### src/design/smao_pkg.sv
// Shared constants, field widths and the stage handoff type for the swerve
// module angle optimizer. No dependencies.
`default_nettype none

package smao_pkg;

	// Steering encoder: counts per turn is a power of two
	localparam int ENC_BITS        = 13;
	localparam int ENCODER_COUNTS  = 1 << ENC_BITS;

	// Angles in hundredths of a degree
	localparam int TURN_CENTI         = 36000;
	localparam int HALF_TURN_CENTI    = 18000;
	localparam int QUARTER_TURN_CENTI = 9000;

	// Field widths
	localparam int TOTAL_W  = 32;
	localparam int TARGET_W = 17;
	localparam int SPEED_W  = 16;
	localparam int ANGLE_W  = 16;   // 0 .. 36000
	localparam int DIFF_W   = 15;   // -9000 .. 9000
	localparam int MAG_W    = 14;   // 0 .. 9000
	localparam int CODE_W   = 12;   // 0 .. 2048 counts of rotation
	localparam int COS_W    = 16;   // Q1.15, 0 .. 32768

	// Cosine table default depth (entries cover 0 .. 90 degrees, plus one)
	localparam int COS_TABLE_DEPTH = 1024;

	// Reciprocal constants for division by a quarter and a full turn
	localparam int RECIP_SHIFT     = 40;
	localparam int RECIP_TURN_W    = 25;
	localparam int RECIP_QUARTER_W = 27;
	localparam logic [RECIP_TURN_W-1:0] RECIP_TURN =
		RECIP_TURN_W'((64'd1 << RECIP_SHIFT) / TURN_CENTI);
	localparam logic [RECIP_QUARTER_W-1:0] RECIP_QUARTER =
		RECIP_QUARTER_W'((64'd1 << RECIP_SHIFT) / QUARTER_TURN_CENTI);

	// Configuration port
	localparam int CFG_AW = 3;
	localparam int CFG_DW = 32;
	localparam logic [CFG_AW-3:0] REG_STEER_OFFSET = '0;

	// Result of the angle pipeline, handed to the output pipeline
	typedef struct packed {
		logic                      valid;
		logic signed [TOTAL_W-1:0] total;
		logic signed [SPEED_W-1:0] spd;
		logic signed [DIFF_W-1:0]  diff;
		logic                      rev;
		logic [CODE_W-1:0]         code;
	} ang_res_t;

endpackage

`default_nettype wire

### src/design/smao_out_pipe.sv
// Output pipeline, stages 7 to 11: saturated encoder target and speed scaled by
// the cube of the cosine, with the result register. Uses smao_pkg.
`default_nettype none

module smao_out_pipe (
	input  wire logic                                clk,
	input  wire logic                                arst_n,
	input  wire logic                                en,
	input  wire smao_pkg::ang_res_t                  res,
	input  wire logic        [smao_pkg::COS_W-1:0]   cos_val,
	output logic                                     out_valid,
	output logic signed      [smao_pkg::TOTAL_W-1:0] steer_code_target,
	output logic signed      [smao_pkg::DIFF_W-1:0]  angle_change,
	output logic signed      [smao_pkg::SPEED_W-1:0] speed_out,
	output logic                                     reversed
);

	import smao_pkg::*;

	localparam int SUM_W = TOTAL_W + 1;
	localparam int C2_W  = 2 * COS_W - 1;
	localparam int C3_W  = 3 * COS_W - 2;
	localparam int LO_W  = C3_W / 2;
	localparam int HI_W  = C3_W - LO_W;
	localparam int PP_W  = SPEED_W + C3_W - 1;
	localparam int M_SH  = 3 * (COS_W - 1);

	localparam logic signed [SUM_W-1:0] TGT_MAX = SUM_W'({1'b0, {(TOTAL_W-1){1'b1}}});
	localparam logic signed [SUM_W-1:0] TGT_MIN = -TGT_MAX - SUM_W'(1);
	localparam logic [SPEED_W-1:0]      SPD_MAX = {1'b0, {(SPEED_W-1){1'b1}}};

	// ---------------- stage 7: encoder target, speed magnitude -------------
	logic signed [SUM_W-1:0]   dcode;
	logic signed [SUM_W-1:0]   tsum;
	logic signed [TOTAL_W-1:0] tsat;

	always_comb begin
		dcode = (res.diff < 0) ? -SUM_W'(res.code) : SUM_W'(res.code);
		tsum  = SUM_W'(res.total) + dcode;
		if (tsum > TGT_MAX) begin
			tsat = TOTAL_W'(TGT_MAX);
		end else if (tsum < TGT_MIN) begin
			tsat = TOTAL_W'(TGT_MIN);
		end else begin
			tsat = TOTAL_W'(tsum);
		end
	end

	logic                      v_s7;
	logic signed [TOTAL_W-1:0] target_s7;
	logic signed [DIFF_W-1:0]  diff_s7;
	logic                      rev_s7;
	logic                      neg_s7;
	logic [SPEED_W-1:0]        amag_s7;

	// ---------------- stage 8: cosine squared ------------------------------
	logic                      v_s8;
	logic [C2_W-1:0]           c2_s8;
	logic [COS_W-1:0]          c_s8;
	logic signed [TOTAL_W-1:0] target_s8;
	logic signed [DIFF_W-1:0]  diff_s8;
	logic                      rev_s8;
	logic                      neg_s8;
	logic [SPEED_W-1:0]        amag_s8;

	// ---------------- stage 9: cosine cubed --------------------------------
	logic                      v_s9;
	logic [C3_W-1:0]           c3_s9;
	logic signed [TOTAL_W-1:0] target_s9;
	logic signed [DIFF_W-1:0]  diff_s9;
	logic                      rev_s9;
	logic                      neg_s9;
	logic [SPEED_W-1:0]        amag_s9;

	// ---------------- stage 10: speed times cube, two partial products -----
	logic                      v_s10;
	logic [SPEED_W+LO_W-1:0]   pp_lo_s10;
	logic [SPEED_W+HI_W-1:0]   pp_hi_s10;
	logic signed [TOTAL_W-1:0] target_s10;
	logic signed [DIFF_W-1:0]  diff_s10;
	logic                      rev_s10;
	logic                      neg_s10;

	// ---------------- stage 11: round, sign, saturate ----------------------
	logic [PP_W-1:0]           m_full;
	logic [SPEED_W-1:0]        m;
	logic signed [SPEED_W-1:0] spd_fin;

	always_comb begin
		m_full = (PP_W'(pp_hi_s10) << LO_W) + PP_W'(pp_lo_s10) + (PP_W'(1) << (M_SH - 1));
		m = m_full[M_SH +: SPEED_W];
		if (neg_s10) begin
			spd_fin = SPEED_W'(-(SPEED_W + 1)'(m));
		end else begin
			spd_fin = (m > SPD_MAX) ? SPD_MAX : m;
		end
	end

	logic                      v_s11;
	logic signed [TOTAL_W-1:0] target_s11;
	logic signed [DIFF_W-1:0]  diff_s11;
	logic signed [SPEED_W-1:0] speed_s11;
	logic                      rev_s11;

	// Advance valid bits on enable
	always_ff @(posedge clk or negedge arst_n) begin
		if (!arst_n) begin
			v_s7  <= 1'b0;
			v_s8  <= 1'b0;
			v_s9  <= 1'b0;
			v_s10 <= 1'b0;
			v_s11 <= 1'b0;
		end else if (en) begin
			v_s7  <= res.valid;
			v_s8  <= v_s7;
			v_s9  <= v_s8;
			v_s10 <= v_s9;
			v_s11 <= v_s10;
		end
	end

	// Advance payload on enable, hold otherwise
	always_ff @(posedge clk) begin
		if (en) begin
			target_s7  <= tsat;
			diff_s7    <= res.diff;
			rev_s7     <= res.rev;
			neg_s7     <= res.spd[SPEED_W-1] ^ res.rev;
			amag_s7    <= (res.spd < 0) ? SPEED_W'(-(SPEED_W + 1)'(res.spd))
			                            : SPEED_W'(res.spd);

			c2_s8      <= C2_W'(C2_W'(cos_val) * C2_W'(cos_val));
			c_s8       <= cos_val;
			target_s8  <= target_s7;
			diff_s8    <= diff_s7;
			rev_s8     <= rev_s7;
			neg_s8     <= neg_s7;
			amag_s8    <= amag_s7;

			c3_s9      <= C3_W'(c2_s8) * C3_W'(c_s8);
			target_s9  <= target_s8;
			diff_s9    <= diff_s8;
			rev_s9     <= rev_s8;
			neg_s9     <= neg_s8;
			amag_s9    <= amag_s8;

			pp_lo_s10  <= (SPEED_W + LO_W)'(amag_s9) * (SPEED_W + LO_W)'(c3_s9[LO_W-1:0]);
			pp_hi_s10  <= (SPEED_W + HI_W)'(amag_s9) * (SPEED_W + HI_W)'(c3_s9[C3_W-1:LO_W]);
			target_s10 <= target_s9;
			diff_s10   <= diff_s9;
			rev_s10    <= rev_s9;
			neg_s10    <= neg_s9;

			target_s11 <= target_s10;
			diff_s11   <= diff_s10;
			speed_s11  <= spd_fin;
			rev_s11    <= rev_s10;
		end
	end

	assign out_valid         = v_s11;
	assign steer_code_target = target_s11;
	assign angle_change      = diff_s11;
	assign speed_out         = speed_s11;
	assign reversed          = rev_s11;

endmodule

`default_nettype wire

### config.mk
export PLATFORM = sky130hd
export DESIGN_NAME = smao_out_pipe
export DESIGN_NICKNAME = d
export VERILOG_FILES = /design/src/design/smao_pkg.sv /design/src/design/smao_out_pipe.sv
export SDC_FILE = /design/constraint.sdc
export NUM_CORES = 2
export LEC_CHECK = 0
export CAP_MARGIN = 20
export CORE_UTILIZATION = 60
export CTS_CLUSTER_DIAMETER = 30
export DETAILED_ROUTE_END_ITERATION = 12
export DONT_BUFFER_PORTS = 1
export PLACE_DENSITY = 0.86
export SLEW_MARGIN = 20
export SYNTH_ARGS = -nofsm -noshare
export SYNTH_HDL_FRONTEND = slang
export SYNTH_SLANG_ARGS = --single-unit
### constraint.sdc
create_clock -name clk -period 8.78 [get_ports clk]
set_input_delay 0 -clock clk [delete_from_list [all_inputs] [get_ports clk]]
set_output_delay 0 -clock clk [all_outputs]
set_load 0.05 [all_outputs]
* Word-level counts from Yosys, hierarchy flattened *
Index checks and enable logic that the tools add are counted.

cells by class
  bitwise operators = 1
  muxes and demuxes = 5
  add/sub/neg operators = 6
  $lt $le $gt $ge = 5
  multipliers = 4

operators by type and width
  operator                                              count
  adder 61 x 39 -> 61 bit                               1
  adder 61 x 45 -> 61 bit, second input constant        1
  2-to-1 mux 16 bit                                     3
  multiplier 31 x 16 -> 46 bit                          1
  multiplier 16 x 23 -> 39 bit                          1
  multiplier 16 x 23 -> 38 bit                          1
  adder 32 x 33 -> 33 bit                               1
  > comparator 33 x 32 -> 1 bit, second input constant  1
  < comparator 33 x 32 -> 1 bit, second input constant  1
  2-to-1 mux 33 bit                                     1
  negator 12 -> 33 bit                                  1
  2-to-1 mux 32 bit                                     1
  negator 16 bit                                        2
  multiplier 16 x 16 -> 31 bit                          1
  > comparator 16 x 15 -> 1 bit, second input constant  1
  < comparator 16 x 1 -> 1 bit, second input constant   1
  < comparator 15 x 1 -> 1 bit, second input constant   1
  bitwise XOR 1 bit                                     1

storage, ports and cells
  output and inout bits = 65
  input bits = 96
  logic and storage cells = 54
  flip-flop bits (word level) = 483

* Longest topological paths before layout *
  depth in word-level cells = 5
  gate-level depth with buffers = 25
  gate-level depth less buffers = 24

* Worst setup path before layout *
No wires, ideal clock.

  path type = register -> register
  start point = register amag_s9[1]
  end point = register pp_lo_s10[37] (data pin)
  setup slack = 2.171 ns
  setup time = 0.269 ns
  data required time = 8.511 ns
  data arrival time = 6.340 ns
  period minus slack after synthesis = 6.609 ns
  buffers on the path = 2
  cell stages (with the launch flop) = 25
  cell sequence = edfxtp_1 > clkbuf_1 > clkbuf_1 > nand2_1 > fa_1 > inv_1 > fa_1 > inv_1 > fa_1 > inv_1 > fa_1 > fa_1 > inv_1 > fa_1 > inv_1 > ha_1 > a211o_1 > a21oi_1 > a21oi_1 > o221ai_1 > o211ai_1 > a31o_2 > a2111oi_1 > o31ai_1 > xor2_1

on the way
  word-level cells in the longest chain between the ends = 1

ends and longest elaborated chain
  what                          RTL line              source
  start, declared               smao_out_pipe.sv:73   logic [SPEED_W-1:0] amag_s9;
  start signal, assigned        smao_out_pipe.sv:145  amag_s9 <= amag_s8;
  multiplier 16 x 23 -> 39 bit  smao_out_pipe.sv:147  pp_lo_s10 <= (SPEED_W + LO_W)'(amag_s9) * (SPEED_W + LO_W)'(c3_s9[LO_W-1:0]);
  end signal, assigned          smao_out_pipe.sv:147
  end, declared                 smao_out_pipe.sv:77   logic [SPEED_W+LO_W-1:0] pp_lo_s10;

No other way between the ends.
A chain may end at the register's enable or synchronous reset.

* Final worst setup path *
  start point = register c_s8[5]
  end point = register c3_s9[44] (data pin)

on the way
  word-level cells in the longest chain between the ends = 1

ends and longest elaborated chain
  what                          RTL line              source
  start, declared               smao_out_pipe.sv:59   logic [COS_W-1:0] c_s8;
  start signal, assigned        smao_out_pipe.sv:133  c_s8 <= cos_val;
  multiplier 31 x 16 -> 46 bit  smao_out_pipe.sv:140  c3_s9 <= C3_W'(c2_s8) * C3_W'(c_s8);
  end signal, assigned          smao_out_pipe.sv:140
  end, declared                 smao_out_pipe.sv:68   logic [C3_W-1:0] c3_s9;

No other way between the ends.

==> reports/metrics.csv <==
stage,metric,value,unit
run_status,status,finished with violations,
run_status,violated checks,max-slew violations,
synthesis,post-synthesis register bit count,458,
routing,DR iter-0 viols,3586,
routing,Via density,5.68,
synthesis,Synth Flop Type,edfxtp_1,
floorplan,height of the die,325,microns
routing,Antenna Nets Post-Route,0,
sta,fin crit period,7880,ps
global_route,vias in the first global route,48300,
cells_and_area,fillers,7323,
worst_setup_path,reg2reg start,c_s8[5],
cells_and_area,layout cell share with drive strength beyond 1,0.0385,
synthesis,Yosys warnings,0,
global_route,Tot GR Track Use,0.284,
synthesis,sequential area share after synthesis,0.219,
place,Port Buffers,0,
synthesis,mean post-synth cell area,10.2,sq um
sta,setup TNS,0,ps
worst_setup_path,Reg2Reg Depth,19,
sta,Peak Freq,127,MHz
synthesis,XOR/XNOR share of the synthesized area,0.0257,
worst_setup_path,kind of critical path,reg -> reg,
worst_setup_path,Worst R2R End,c3_s9[44],
synthesis,post-synthesis adder-cell area fraction,0.463,
floorplan,total core area,103000,sq um
global_route,gr ovfl total,0,
global_route,first-pass GRT wire length,241000,microns
floorplan,Die W,325,microns
place,Post-DP HPWL,108000,microns
routing,DR WL/cell,19.2,microns
routing,overall routed net length,146000,microns
worst_hold_path,Hold Startpoint,cos_val[11],
worst_hold_path,worst hold stages,1,
clock_network,clk root buf,clkbuf_16,
routing,DRC viols,0,
clock_network,CTS tree,built,
worst_setup_path,crit start category,flip-flop,
sta,Slew Limit Headroom,-0.0948,
sta,RSZ-0062 raised after global routing,false,
floorplan,I/O Pins,161,
sta,worst hold slack,17.5,ps
worst_setup_path,crit path DAT,8250,ps
sta,Final setup viols,0,
clock_network,clock tree buffer depth,3,
cells_and_area,Final #Nets,7913,
worst_setup_path,R2R setup slack,900,ps
cells_and_area,Area Overhead vs Synth,8.61,%
floorplan,number of cell rows,118,
synthesis,Post-synth EDFFs,453,
routing,via count,43400,
clock_network,CTS H-tree depth,3,
sta,clk_skew,40.7,ps
synthesis,library cells used by synthesis,85,
worst_setup_path,Required @ worst endpoint,9150,ps
cells_and_area,"commonest non-fill, non-tap cell in the layout",inv_1,
clock_network,"Clk Latency, worst-skew pair",670,ps
synthesis,Compound-Gate Fraction of Synth Area,0.0587,
synthesis,main combinational cell family by area after synthesis,adder cells,
synthesis,async set-reset flop share out of synthesis,0.0109,
worst_setup_path,CP Capture Type,flip-flop,
synthesis,Gate Count Post-Synth,6174,
clock_network,clock sink count,458,
synthesis,Post-Syn Area,62700,sq um
sta,Fin. Hold Viols,0,
worst_hold_path,Hold Path Class,in -> reg,
synthesis,Simple-Gate Fraction of Synth Area,0.135,
global_route,initial antenna violation count,2,
sta,Worst-Margin Slew,1640,ps
worst_hold_path,"Endpoint, Worst Hold",c_s8[11],
worst_setup_path,CP max FO,30,
place,GP Congestion,0.938,
clock_network,total CTS buffers,83,
floorplan,die area,106000,sq um
cells_and_area,most frequent cells in the layout,"inv_1, fa_1, nand2_1",
floorplan,starting density of the core,0.606,
routing,Pre-Repair DR Iteration Count,6,
run,Max Cap Viol,0,
sta,max-slew violations,208,
global_route,largest net degree at the start of global routing,459,
sta,fin crit share,0.897,
clock_network,clock transition at the registers of the reported paths,50,ps
synthesis,post-synthesis mux area share,0.00238,
==> flip-flops by register name, indices dropped and copies added, names as in the netlist, 15 cells and up <==
| signal | flops |
|---|---|
| pp_hi_s10 | 38 |
| diff_s7 | 15 |
| amag_s8 | 16 |
| target_s7 | 32 |
| amag_s9 | 16 |
| speed_out | 16 |
| amag_s7 | 16 |
| target_s10 | 32 |
| c_s8 | 15 |
| angle_change | 15 |
| c3_s9 | 46 |
| c2_s8 | 30 |
| diff_s9 | 15 |
| diff_s10 | 15 |
| diff_s8 | 15 |
| pp_lo_s10 | 16 |
| steer_code_target | 32 |
| target_s8 | 32 |
| target_s9 | 32 |
==> worst max-delay path by stage <==
| stage | start | end | slack [ps] |
|---|---|---|---|
| 2_1_floorplan | amag_s9[1] | pp_lo_s10[37] | 2170 |
| 3_3_place_gp | c_s8[1] | c3_s9[44] | 1400 |
| 3_5_place_dp | c_s8[1] | c3_s9[44] | 1080 |
| 4_1_cts | c_s8[1] | c3_s9[44] | 1040 |
| 5_1_grt | c_s8[5] | c3_s9[44] | 750 |
| 6_report | c_s8[5] | c3_s9[44] | 900 |
==> through the flow <==
stage / cell area, sq um / cells / utilization / worst slack, ps
5_1_grt: 68100 / 7642 / 0.658 / 747
2_1_floorplan: 62700 / 6180 / - / 2170
3_5_place_dp: 63800 / 7352 / 0.616 / 1080
6_report: 68100 / 7643 / 0.658 / 905
3_3_place_gp: 63800 / 7352 / 0.616 / 1400
4_1_cts: 68000 / 7636 / 0.657 / 1040
==> cells by family (layout without fill, tap and decap cells) <==
| group | after synthesis | after routing |
|---|---|---|
| and+or+nand+nor | 1742 | 1742 |
| muxes | 14 | 14 |
| adders and majority gates | 1633 | 1633 |
| other | 2 | 10 |
| xor gates and xnor gates | 183 | 183 |
| AOI/OAI and AO/OA | 546 | 546 |
| DFF | 458 | 458 |
| buffers and inverters | 1596 | 1677 |
==> metal layers <==
layer  up-vias  routed length, microns  global-route usage
met3       486                   14600              0.0712
met2      2297                   71000               0.476
met4         2                    6000               0.113
li1      19000                       -                   -
met5         -                      21                   0
met1     21700                   54800               0.353
==> what timing repair did <==
item,CTS,global route
hold endpoints to repair,544,306
gates resized for setup,0,0
hold buffers,129,3
buffers inserted,0,0
==> layout make-up <==
| cell class | instances | area [sq um] | area share |
|---|---|---|---|
| Multi-Input combinational cell | 4126 | 43000 | 0.631 |
| Sequential cell | 458 | 13700 | 0.202 |
| Inverter | 1347 | 5060 | 0.0743 |
| Clock buffer | 88 | 2100 | 0.0308 |
| Tap cell | 1380 | 1730 | 0.0254 |
| Timing Repair Buffer | 175 | 1690 | 0.0249 |
| Clock inverter | 67 | 816 | 0.0120 |
| Antenna cell | 2 | 5.00 | 0.0000735 |
==> cell usage after synthesis, drive strengths merged, types with 31 or more instances <==
cell type  number  share of area
nor2          120         0.0072
and2          577          0.058
xor2           58         0.0081
nor3           31         0.0027
o21ai          91         0.0074
fa           1143           0.37
inv          1346          0.081
nand2         843          0.050
clkbuf        241          0.014
o21a           33         0.0040
xnor2         125          0.018
ha            483          0.096
a21oi         167          0.014
a21o           73         0.0087
edfxtp        453           0.22
==> critical path, cell delays in order, from the launching register on <==
cell and delay (ps):
edfxtp_1 1190, and2_1 280, fa_1 420, inv_1 100, fa_1 480, fa_1 570, inv_1 80, fa_1 620
fa_1 450, fa_1 470, ha_1 360, a21oi_1 210, o21ai_0 120, nor4_1 600, a2111o_1 260, o211ai_1 160
a221oi_1 480, o21ai_1 230, a311oi_1 410, xnor2_1 100
Power is left out: the tool's default activity adds up to more than one toggle a clock period on the data nets, which glitch-free logic cannot reach.
