## src/design/smao_pkg.sv

```systemverilog
// Shared constants, field widths and the stage handoff type for the swerve
// module angle optimizer. No dependencies.
`default_nettype none

package smao_pkg;

	// Steering encoder: counts per turn is a power of two
	localparam int ENC_BITS        = 13;
	localparam int ENCODER_COUNTS  = 1 << ENC_BITS;

	// Angles in hundredths of a degree
	localparam int TURN_CENTI         = 36000;
	localparam int HALF_TURN_CENTI    = 18000;
	localparam int QUARTER_TURN_CENTI = 9000;

	// Field widths
	localparam int TOTAL_W  = 32;
	localparam int TARGET_W = 17;
	localparam int SPEED_W  = 16;
	localparam int ANGLE_W  = 16;   // 0 .. 36000
	localparam int DIFF_W   = 15;   // -9000 .. 9000
	localparam int MAG_W    = 14;   // 0 .. 9000
	localparam int CODE_W   = 12;   // 0 .. 2048 counts of rotation
	localparam int COS_W    = 16;   // Q1.15, 0 .. 32768

	// Cosine table default depth (entries cover 0 .. 90 degrees, plus one)
	localparam int COS_TABLE_DEPTH = 1024;

	// Reciprocal constants for division by a quarter and a full turn
	localparam int RECIP_SHIFT     = 40;
	localparam int RECIP_TURN_W    = 25;
	localparam int RECIP_QUARTER_W = 27;
	localparam logic [RECIP_TURN_W-1:0] RECIP_TURN =
		RECIP_TURN_W'((64'd1 << RECIP_SHIFT) / TURN_CENTI);
	localparam logic [RECIP_QUARTER_W-1:0] RECIP_QUARTER =
		RECIP_QUARTER_W'((64'd1 << RECIP_SHIFT) / QUARTER_TURN_CENTI);

	// Configuration port
	localparam int CFG_AW = 3;
	localparam int CFG_DW = 32;
	localparam logic [CFG_AW-3:0] REG_STEER_OFFSET = '0;

	// Result of the angle pipeline, handed to the output pipeline
	typedef struct packed {
		logic                      valid;
		logic signed [TOTAL_W-1:0] total;
		logic signed [SPEED_W-1:0] spd;
		logic signed [DIFF_W-1:0]  diff;
		logic                      rev;
		logic [CODE_W-1:0]         code;
	} ang_res_t;

endpackage

`default_nettype wire

```

## src/design/smao_angle_pipe.sv

```systemverilog
// Angle pipeline, stages 1 to 6: present and requested heading, shortest turn
// with reversal, encoder counts of the turn and cosine table index. Uses smao_pkg.
`default_nettype none

module smao_angle_pipe #(
	parameter int COS_DEPTH = smao_pkg::COS_TABLE_DEPTH
) (
	input  wire logic                                 clk,
	input  wire logic                                 arst_n,
	input  wire logic                                 en,
	input  wire logic                                 take,
	input  wire logic        [smao_pkg::ENC_BITS-1:0] encoder_angle,
	input  wire logic signed [smao_pkg::TOTAL_W-1:0]  encoder_total,
	input  wire logic signed [smao_pkg::TARGET_W-1:0] target_angle,
	input  wire logic signed [smao_pkg::SPEED_W-1:0]  speed_cmd,
	input  wire logic        [smao_pkg::ENC_BITS-1:0] steer_offset,
	output smao_pkg::ang_res_t                        res,
	output logic             [$clog2(COS_DEPTH+1)-1:0] idx
);

	import smao_pkg::*;

	localparam int IDX_W  = $clog2(COS_DEPTH + 1);
	localparam int PROD_W = ENC_BITS + ANGLE_W;
	localparam int N1_W   = MAG_W + ENC_BITS;
	localparam int N2_W   = MAG_W + IDX_W;
	localparam int P1_W   = N1_W + RECIP_TURN_W;
	localparam int P2_W   = N2_W + RECIP_QUARTER_W;
	localparam int T_W    = TARGET_W + 1;
	localparam int A_W    = ANGLE_W + 1;

	localparam int ENC_ROUND = ENCODER_COUNTS / 2;
	localparam int IDX_ROUND = QUARTER_TURN_CENTI / 2;

	localparam logic signed [T_W-1:0] TURN_T = T_W'(TURN_CENTI);
	localparam logic signed [A_W-1:0] TURN_A = A_W'(TURN_CENTI);

	// ---------------- stage 1: offset, scale, wrap target ----------------
	logic        [ENC_BITS-1:0] d;
	logic signed [T_W-1:0]      t0, t1, t2;

	assign d = encoder_angle - steer_offset;

	always_comb begin
		t0 = T_W'(target_angle);
		t1 = (t0 < 0) ? t0 + TURN_T : t0;
		if (t1 < 0) begin
			t2 = t1 + TURN_T;
		end else if (t1 >= TURN_T) begin
			t2 = t1 - TURN_T;
		end else begin
			t2 = t1;
		end
	end

	logic                      v_s1;
	logic [PROD_W-1:0]         dprod_s1;
	logic [ANGLE_W-1:0]        set_s1;
	logic signed [TOTAL_W-1:0] total_s1;
	logic signed [SPEED_W-1:0] spd_s1;

	// ---------------- stage 2: round heading, opposite heading -------------
	logic [PROD_W-1:0]  cur_raw;
	logic [ANGLE_W-1:0] cur;
	logic [ANGLE_W-1:0] flip;

	always_comb begin
		cur_raw = (dprod_s1 + PROD_W'(ENC_ROUND)) >> ENC_BITS;
		cur = (cur_raw >= PROD_W'(TURN_CENTI)) ? '0 : ANGLE_W'(cur_raw);
		flip = (cur < ANGLE_W'(HALF_TURN_CENTI)) ? cur + ANGLE_W'(HALF_TURN_CENTI)
		                                         : cur - ANGLE_W'(HALF_TURN_CENTI);
	end

	logic                      v_s2;
	logic [ANGLE_W-1:0]        cur_s2;
	logic [ANGLE_W-1:0]        flip_s2;
	logic [ANGLE_W-1:0]        set_s2;
	logic signed [TOTAL_W-1:0] total_s2;
	logic signed [SPEED_W-1:0] spd_s2;

	// ---------------- stage 3: shortest turn and reversal ------------------
	logic signed [A_W-1:0] dc, da, db, cw, ccw, fa, fb, dsel;
	logic                  big;
	logic signed [A_W-1:0] mag_full;

	always_comb begin
		dc  = A_W'(set_s2) - A_W'(cur_s2);
		cw  = (dc < 0) ? dc + TURN_A : dc;
		ccw = TURN_A - cw;
		da  = A_W'(set_s2) - A_W'(flip_s2);
		fa  = (da < 0) ? da + TURN_A : da;
		db  = A_W'(flip_s2) - A_W'(set_s2);
		fb  = (db < 0) ? db + TURN_A : db;
		big = (cw > A_W'(QUARTER_TURN_CENTI)) && (ccw > A_W'(QUARTER_TURN_CENTI));
		if (big) begin
			dsel = (cw > ccw) ? fa : -fb;
		end else begin
			dsel = (ccw < cw) ? -ccw : cw;
		end
		mag_full = (dsel < 0) ? -dsel : dsel;
	end

	logic                      v_s3;
	logic signed [DIFF_W-1:0]  diff_s3;
	logic                      rev_s3;
	logic [MAG_W-1:0]          mag_s3;
	logic signed [TOTAL_W-1:0] total_s3;
	logic signed [SPEED_W-1:0] spd_s3;

	// ---------------- stage 4: rounded numerators --------------------------
	logic [N1_W-1:0] n1;
	logic [N2_W-1:0] n2;

	assign n1 = (N1_W'(mag_s3) << ENC_BITS) + N1_W'(HALF_TURN_CENTI);
	assign n2 = N2_W'(mag_s3) * N2_W'(COS_DEPTH) + N2_W'(IDX_ROUND);

	logic                      v_s4;
	logic [N1_W-1:0]           n1_s4;
	logic [N2_W-1:0]           n2_s4;
	logic signed [DIFF_W-1:0]  diff_s4;
	logic                      rev_s4;
	logic signed [TOTAL_W-1:0] total_s4;
	logic signed [SPEED_W-1:0] spd_s4;

	// ---------------- stage 5: reciprocal quotient estimates ---------------
	logic [P1_W-1:0] p1;
	logic [P2_W-1:0] p2;

	assign p1 = P1_W'(n1_s4) * P1_W'(RECIP_TURN);
	assign p2 = P2_W'(n2_s4) * P2_W'(RECIP_QUARTER);

	logic                      v_s5;
	logic [CODE_W-1:0]         q1_s5;
	logic [IDX_W-1:0]          q2_s5;
	logic [N1_W-1:0]           n1_s5;
	logic [N2_W-1:0]           n2_s5;
	logic signed [DIFF_W-1:0]  diff_s5;
	logic                      rev_s5;
	logic signed [TOTAL_W-1:0] total_s5;
	logic signed [SPEED_W-1:0] spd_s5;

	// ---------------- stage 6: correct estimates by one --------------------
	logic [N1_W-1:0] r1;
	logic [N2_W-1:0] r2;

	assign r1 = n1_s5 - N1_W'(q1_s5) * N1_W'(TURN_CENTI);
	assign r2 = n2_s5 - N2_W'(q2_s5) * N2_W'(QUARTER_TURN_CENTI);

	logic                      v_s6;
	logic [CODE_W-1:0]         code_s6;
	logic [IDX_W-1:0]          idx_s6;
	logic signed [DIFF_W-1:0]  diff_s6;
	logic                      rev_s6;
	logic signed [TOTAL_W-1:0] total_s6;
	logic signed [SPEED_W-1:0] spd_s6;

	// Advance valid bits on enable
	always_ff @(posedge clk or negedge arst_n) begin
		if (!arst_n) begin
			v_s1 <= 1'b0;
			v_s2 <= 1'b0;
			v_s3 <= 1'b0;
			v_s4 <= 1'b0;
			v_s5 <= 1'b0;
			v_s6 <= 1'b0;
		end else if (en) begin
			v_s1 <= take;
			v_s2 <= v_s1;
			v_s3 <= v_s2;
			v_s4 <= v_s3;
			v_s5 <= v_s4;
			v_s6 <= v_s5;
		end
	end

	// Advance payload on enable, hold otherwise
	always_ff @(posedge clk) begin
		if (en) begin
			dprod_s1 <= PROD_W'(d) * PROD_W'(TURN_CENTI);
			set_s1   <= ANGLE_W'(t2);
			total_s1 <= encoder_total;
			spd_s1   <= speed_cmd;

			cur_s2   <= cur;
			flip_s2  <= flip;
			set_s2   <= set_s1;
			total_s2 <= total_s1;
			spd_s2   <= spd_s1;

			diff_s3  <= DIFF_W'(dsel);
			rev_s3   <= big;
			mag_s3   <= MAG_W'(mag_full);
			total_s3 <= total_s2;
			spd_s3   <= spd_s2;

			n1_s4    <= n1;
			n2_s4    <= n2;
			diff_s4  <= diff_s3;
			rev_s4   <= rev_s3;
			total_s4 <= total_s3;
			spd_s4   <= spd_s3;

			q1_s5    <= p1[RECIP_SHIFT +: CODE_W];
			q2_s5    <= p2[RECIP_SHIFT +: IDX_W];
			n1_s5    <= n1_s4;
			n2_s5    <= n2_s4;
			diff_s5  <= diff_s4;
			rev_s5   <= rev_s4;
			total_s5 <= total_s4;
			spd_s5   <= spd_s4;

			code_s6  <= q1_s5 + CODE_W'(r1 >= N1_W'(TURN_CENTI));
			idx_s6   <= q2_s5 + IDX_W'(r2 >= N2_W'(QUARTER_TURN_CENTI));
			diff_s6  <= diff_s5;
			rev_s6   <= rev_s5;
			total_s6 <= total_s5;
			spd_s6   <= spd_s5;
		end
	end

	always_comb begin
		res.valid = v_s6;
		res.total = total_s6;
		res.spd   = spd_s6;
		res.diff  = diff_s6;
		res.rev   = rev_s6;
		res.code  = code_s6;
	end

	assign idx = idx_s6;

endmodule

`default_nettype wire

```

## config.mk

```make
export PLATFORM = sky130hd
export DESIGN_NAME = smao_angle_pipe
export DESIGN_NICKNAME = d
export VERILOG_FILES = /design/src/design/smao_pkg.sv /design/src/design/smao_angle_pipe.sv
export SDC_FILE = /design/constraint.sdc
export NUM_CORES = 2
export LEC_CHECK = 0
export BUFFER_PORTS_ARGS = -buffer_cell sky130_fd_sc_hd__buf_2
export CAP_MARGIN = 20
export CORE_MARGIN = 4
export CORE_UTILIZATION = 40
export DETAILED_ROUTE_END_ITERATION = 10
export SLEW_MARGIN = 20
export SYNTH_ARGS = -nofsm -noshare
export SYNTH_HDL_FRONTEND = slang
export SYNTH_SLANG_ARGS = --single-unit
```

## constraint.sdc

```tcl
create_clock -name clk -period 21 [get_ports clk]
set_clock_uncertainty 0.05 [all_clocks]
set_input_delay 2.1 -clock clk [delete_from_list [all_inputs] [get_ports clk]]
set_output_delay 2.1 -clock clk [all_outputs]
set_load 0.03 [all_outputs]
```

======== Word level (Yosys, flattened, before mapping) ========
Cells that the tools add are included.
operators by class
  add/sub/neg operators ................... 23
  magnitude comparators ................... 15
  multiplexer cells ....................... 12
  multipliers ............................. 5
  reduce and logical (&&, ||, !) cells .... 1
operator list
  kind                                                              number
  two-way mux 17 bit                                                6
  less-than comparator 17 x 1 -> 1 bit (second input constant)      5
  two-way mux 16 bit                                                4
  multiplier 27 x 25 -> 52 bit (second input constant)              1
  adder 17 bit (second input constant)                              3
  subtractor 16 x 16 -> 17 bit                                      3
  multiplier 25 x 26 -> 50 bit (second input constant)              1
  greater-than comparator 17 x 15 -> 1 bit (second input constant)  2
  negation 17 bit                                                   2
  adder 29 x 13 -> 29 bit (second input constant)                   1
  adder 27 x 15 -> 27 bit (second input constant)                   1
  >= comparator 27 x 16 -> 1 bit (second input constant)            1
  subtractor 27 bit                                                 1
  adder 24 x 13 -> 25 bit (second input constant)                   1
  >= comparator 25 x 14 -> 1 bit (second input constant)            1
  subtractor 25 bit                                                 1
  multiplier 13 x 11 -> 24 bit (second input constant)              1
  multiplier 11 x 11 -> 22 bit (second input constant)              1
  multiplier 12 x 11 -> 22 bit (second input constant)              1
  adder 17 x 17 -> 18 bit (second input constant)                   1
  >= comparator 18 x 17 -> 1 bit (second input constant)            1
  less-than comparator 18 x 1 -> 1 bit (second input constant)      1
  two-way mux 18 bit                                                1
  greater-than comparator 17 bit                                    1
  other kinds (14)                                                  14
word-level totals
  input port bits ......................... 95
  register bits ........................... 610
  logic and storage cells ................. 96

======== Logic depth before layout (Yosys ltp) ========
  word-level depth ........................ 9
  depth in mapped cells ................... 35
  gate-level depth less buffers ........... 35

======== Least setup slack after synthesis ========
No wires, ideal clock.
  kind .................................... input-to-reg
  from .................................... input port encoder_angle[0] in the netlist's numbering
  to ...................................... register dprod_s1[28], data pin
  setup time .............................. 262 ps
  stages .................................. 27
  setup slack ............................. 12805 ps
  required time ........................... 20688 ps
  arrival time ............................ 7883 ps
  path through ............................ inv_1 ha_1 inv_1 fa_1 a21o_1 a21oi_1 o21bai_1 a21oi_1 o21bai_1 a21oi_1 o21bai_1 a21oi_1 xnor2_1 ha_1 fa_1 fa_1 fa_1 ha_1 inv_1 o21bai_1 a21oi_1 o21bai_1 a21oi_1 o21ai_0 a41o_1 o31a_1 or2_2
on the way
  word-level cells in the longest chain between the ends .. 2
RTL lines
  what                          RTL line                source
  start: declaration            smao_angle_pipe.sv:12   input wire logic [smao_pkg::ENC_BITS-1:0] encoder_angle,
  subtractor 13 bit             smao_angle_pipe.sv:42   assign d = encoder_angle - steer_offset;
  multiplier 13 x 11 -> 24 bit  smao_angle_pipe.sv:179  dprod_s1 <= PROD_W'(d) * PROD_W'(TURN_CENTI);
  end signal: assignment        smao_angle_pipe.sv:179
  end: declaration              smao_angle_pipe.sv:57   logic [PROD_W-1:0] dprod_s1;
Every way passes these cells.
A chain may end at the register's enable or synchronous reset.

======== Worst setup path after layout ========
Ends and elaborated chain as after synthesis.

==> metrics.md <==
| Metric | Value |
|---|---|
| Status | finished, final reports clean |
| Final ANT Viol Nets | 0 |
| Core box area | 0.105 mm^2 |
| Worst slew pin tran | 0.973 ns |
| R2R Setup Slk | 12.93 ns |
| Vias post-DR | 25,800 |
| Cts repair resizes | 0 |
| Setup crit end kind | flop |
| Hpwl dp | 63,000 um |
| Fin. Hold Viols | 0 |
| First-pass GRT wire length | 135,000 um |
| Routed length per placed instance | 15.7 um |
| First-pass iteration count of the detailed router | 5 |
| Top delay family on crit path | compound AO/OA/AOI/OAI gates |
| Die Area | 0.111 mm^2 |
| Peak Freq | 122 MHz |
| Critical Path Max Stage Delay | 0.51 ns |
| Setup TNS | 0 ns |
| Highest-delay cell along the critical path | fa_1 |
| Vias in the first global route | 26,200 |
| Setup Viol. Count Final | 0 |
| CTS HTree Levels | 2 |
| Buffers on Ports | 182 |
| Async set-reset flop share out of synthesis | 1.09% |
| RSZ-0062 raised after global routing | no |
| Synth warn | 0 |
| Fillers | 9,783 |
| Synth area leader | edfxtp_1 |
| WP buf/inv | 4 |
| Share of cells above drive strength 1 | 9.31% |
| Area contributors post-synth | edfxtp_1 38%, ha_1 22%, fa_1 11%, inv_1 4.7%, xnor2_1 3.7% |
| Post-Syn Instances | 3,573 |
| Tcrit/Tclk final | 39.0% |
| Top-area cell type share of the netlist area | 38.3% |
| Hold_buf cts | 0 |
| Chip width | 334 um |
| Maximum number of pins on one net before global-route repair | 153 |
| Placer Congestion | 0.867 |
| Top-count cell post-synth | ha_1 |
| Fin. max-slew vios | 0 |
| WP data arrival | 8.56 ns |
| Synth cell count leaders | 737 x ha_1, 542 x edfxtp_1, 533 x inv_1 |
| Initial antenna violation count | 1 |
| Synth Cell Area | 0.0425 mm^2 |
| Crit start category | input port |
| Post-synth EDFFs | 542 |
| Mean cell area of the mapped netlist | 11.9 um^2 |
| Post-Syn Nets | 4,648 |
| Slew margin rel. | 35.2% |
| R2r startpoint | set_s2[3] |
| Hold Crit Class | reg -> reg |
| Clock buffer depth | 3 |
| Row count | 119 |
| Min Tclk post-route | 8.19 ns |
| DRC | 0 |
| Initial Util | 40.3% |
| #FFs+latches synth | 548 |
| Clock sinks | 548 |
| Number of max-cap violations | 0 |
| Layout Nets | 4,861 |
| Cell count along the critical path | 28 |
| Crit Path Max Fanout | 5 |
| Avg Vias per Cell | 4.94 |
| Total CTS buffers | 61 |
| Clock-pin slew on the worst setup and hold paths | 0.06 ns |
| Cells on Worst Hold Path | 0 |
| Worst-skew pair later-pin latency | 0.67 ns |
| Ant. Diodes | 0 |
| Yosys cell types | 103 |
| Die height | 334 um |
| Root Driver | clkbuf_16 |
| Crit. Startpoint | encoder_angle[0] |
| Reg2Reg Depth | 25 |
| Setup CP Type | in -> reg |
| Initial DRC Count | 1,132 |
| WL final | 82,100 um |
| Total congestion overflow | 0 |
| Setup Buffers After CTS | 0 |
| Register area share after synthesis | 38.7% |
| Hold Startpoint | total_s4[20] |
| Area Overhead vs Synth | 10.9% |
| Worst path required time | 21.37 ns |
| Total Routing Usage GR | 14.9% |
| CP most frequent cell | a21oi_1 |
| CTS tree | done |
| Synth Flop Type | edfxtp_1 |
| Num ports | 183 |
-- metal layers --
layer | track usage, % | part of all wire [%]
met4 | 4.17 | 2.5
met2 | 26.0 | 49
met1 | 19.4 | 45
met3 | 1.91 | 3.2
met5 | 0 | 0
-- registers in the layout, summed over array words and instances, names as in the netlist, 17 cells and up --
name and cells:
total_s1 32, total_s5 32, dprod_s1 17, total_s3 32, total_s2 32, total_s4 32
total_s6 32
-- per-stage QoR --
step	util [%]	cells	hold WS [ns]	instance area, um^2	worst slack, ns
6_report	44.7	5226	0.366	47100	12.81
5_1_grt	44.7	5226	0.368	47100	12.29
4_1_cts	44.7	5226	0.365	47100	12.83
3_5_place_dp	42.7	5114	0.355	45000	12.10
3_3_place_gp	42.7	5114	0.350	45000	12.17
2_1_floorplan	-	3573	0.350	42500	12.80
-- kinds of logic (layout without fill, tap and decap cells) --
family,Yosys count,in the layout,synth area share (%)
adders and majority gates,980,980,33.2
xor gates and xnor gates,293,293,6.16
AOI/OAI and AO/OA,548,548,8.99
and+or+nand+nor,584,584,6.78
muxes,41,41,1.00
buffers and inverters,579,841,5.26
DFF,548,548,38.7
-- placed cells by master, fill, tap and decap left out, types with 23 or more instances in the layout --
| cell type | netlist | layout |
|---|---|---|
| ha_1 | 737 | 737 |
| edfxtp_1 | 542 | 542 |
| inv_1 | 533 | 533 |
| fa_1 | 243 | 243 |
| xnor2_1 | 181 | 181 |
| buf_2 | 6 | 181 |
| nor2_1 | 155 | 155 |
| nand2_1 | 143 | 143 |
| a21oi_1 | 134 | 134 |
| xor2_1 | 107 | 107 |
| o21ai_0 | 98 | 98 |
| nand3_1 | 61 | 61 |
| clkbuf_16 | 0 | 61 |
| a21o_1 | 53 | 53 |
| nor3_1 | 49 | 49 |
| nand2b_1 | 32 | 32 |
| o21a_1 | 31 | 31 |
| mux2i_1 | 28 | 28 |
| nor2b_1 | 24 | 24 |
| a211oi_1 | 24 | 24 |
| and3_1 | 23 | 23 |
-- cell type report --
cell class / count / area, um^2 / area share (%)
multi-input cells: 2446 / 23800 / 50.6
flip-flops and latches: 548 / 16400 / 34.9
inverters: 538 / 2020 / 4.29
well taps: 1391 / 1740 / 3.69
clock buffers: 70 / 1560 / 3.31
repair buffers: 191 / 1000 / 2.12
clock inverters: 42 / 534 / 1.13
-- worst paths after layout --
path                                 to
max                        dprod_s1[28]
min                        total_s5[20]
max reg2reg                  mag_s3[12]
min reg2reg                total_s5[20]
max in group asynchronous          v_s1
min in group asynchronous          v_s6
Power is not shown: default switching activity piles up to over one toggle a cycle in this logic, so the estimate is an artifact.
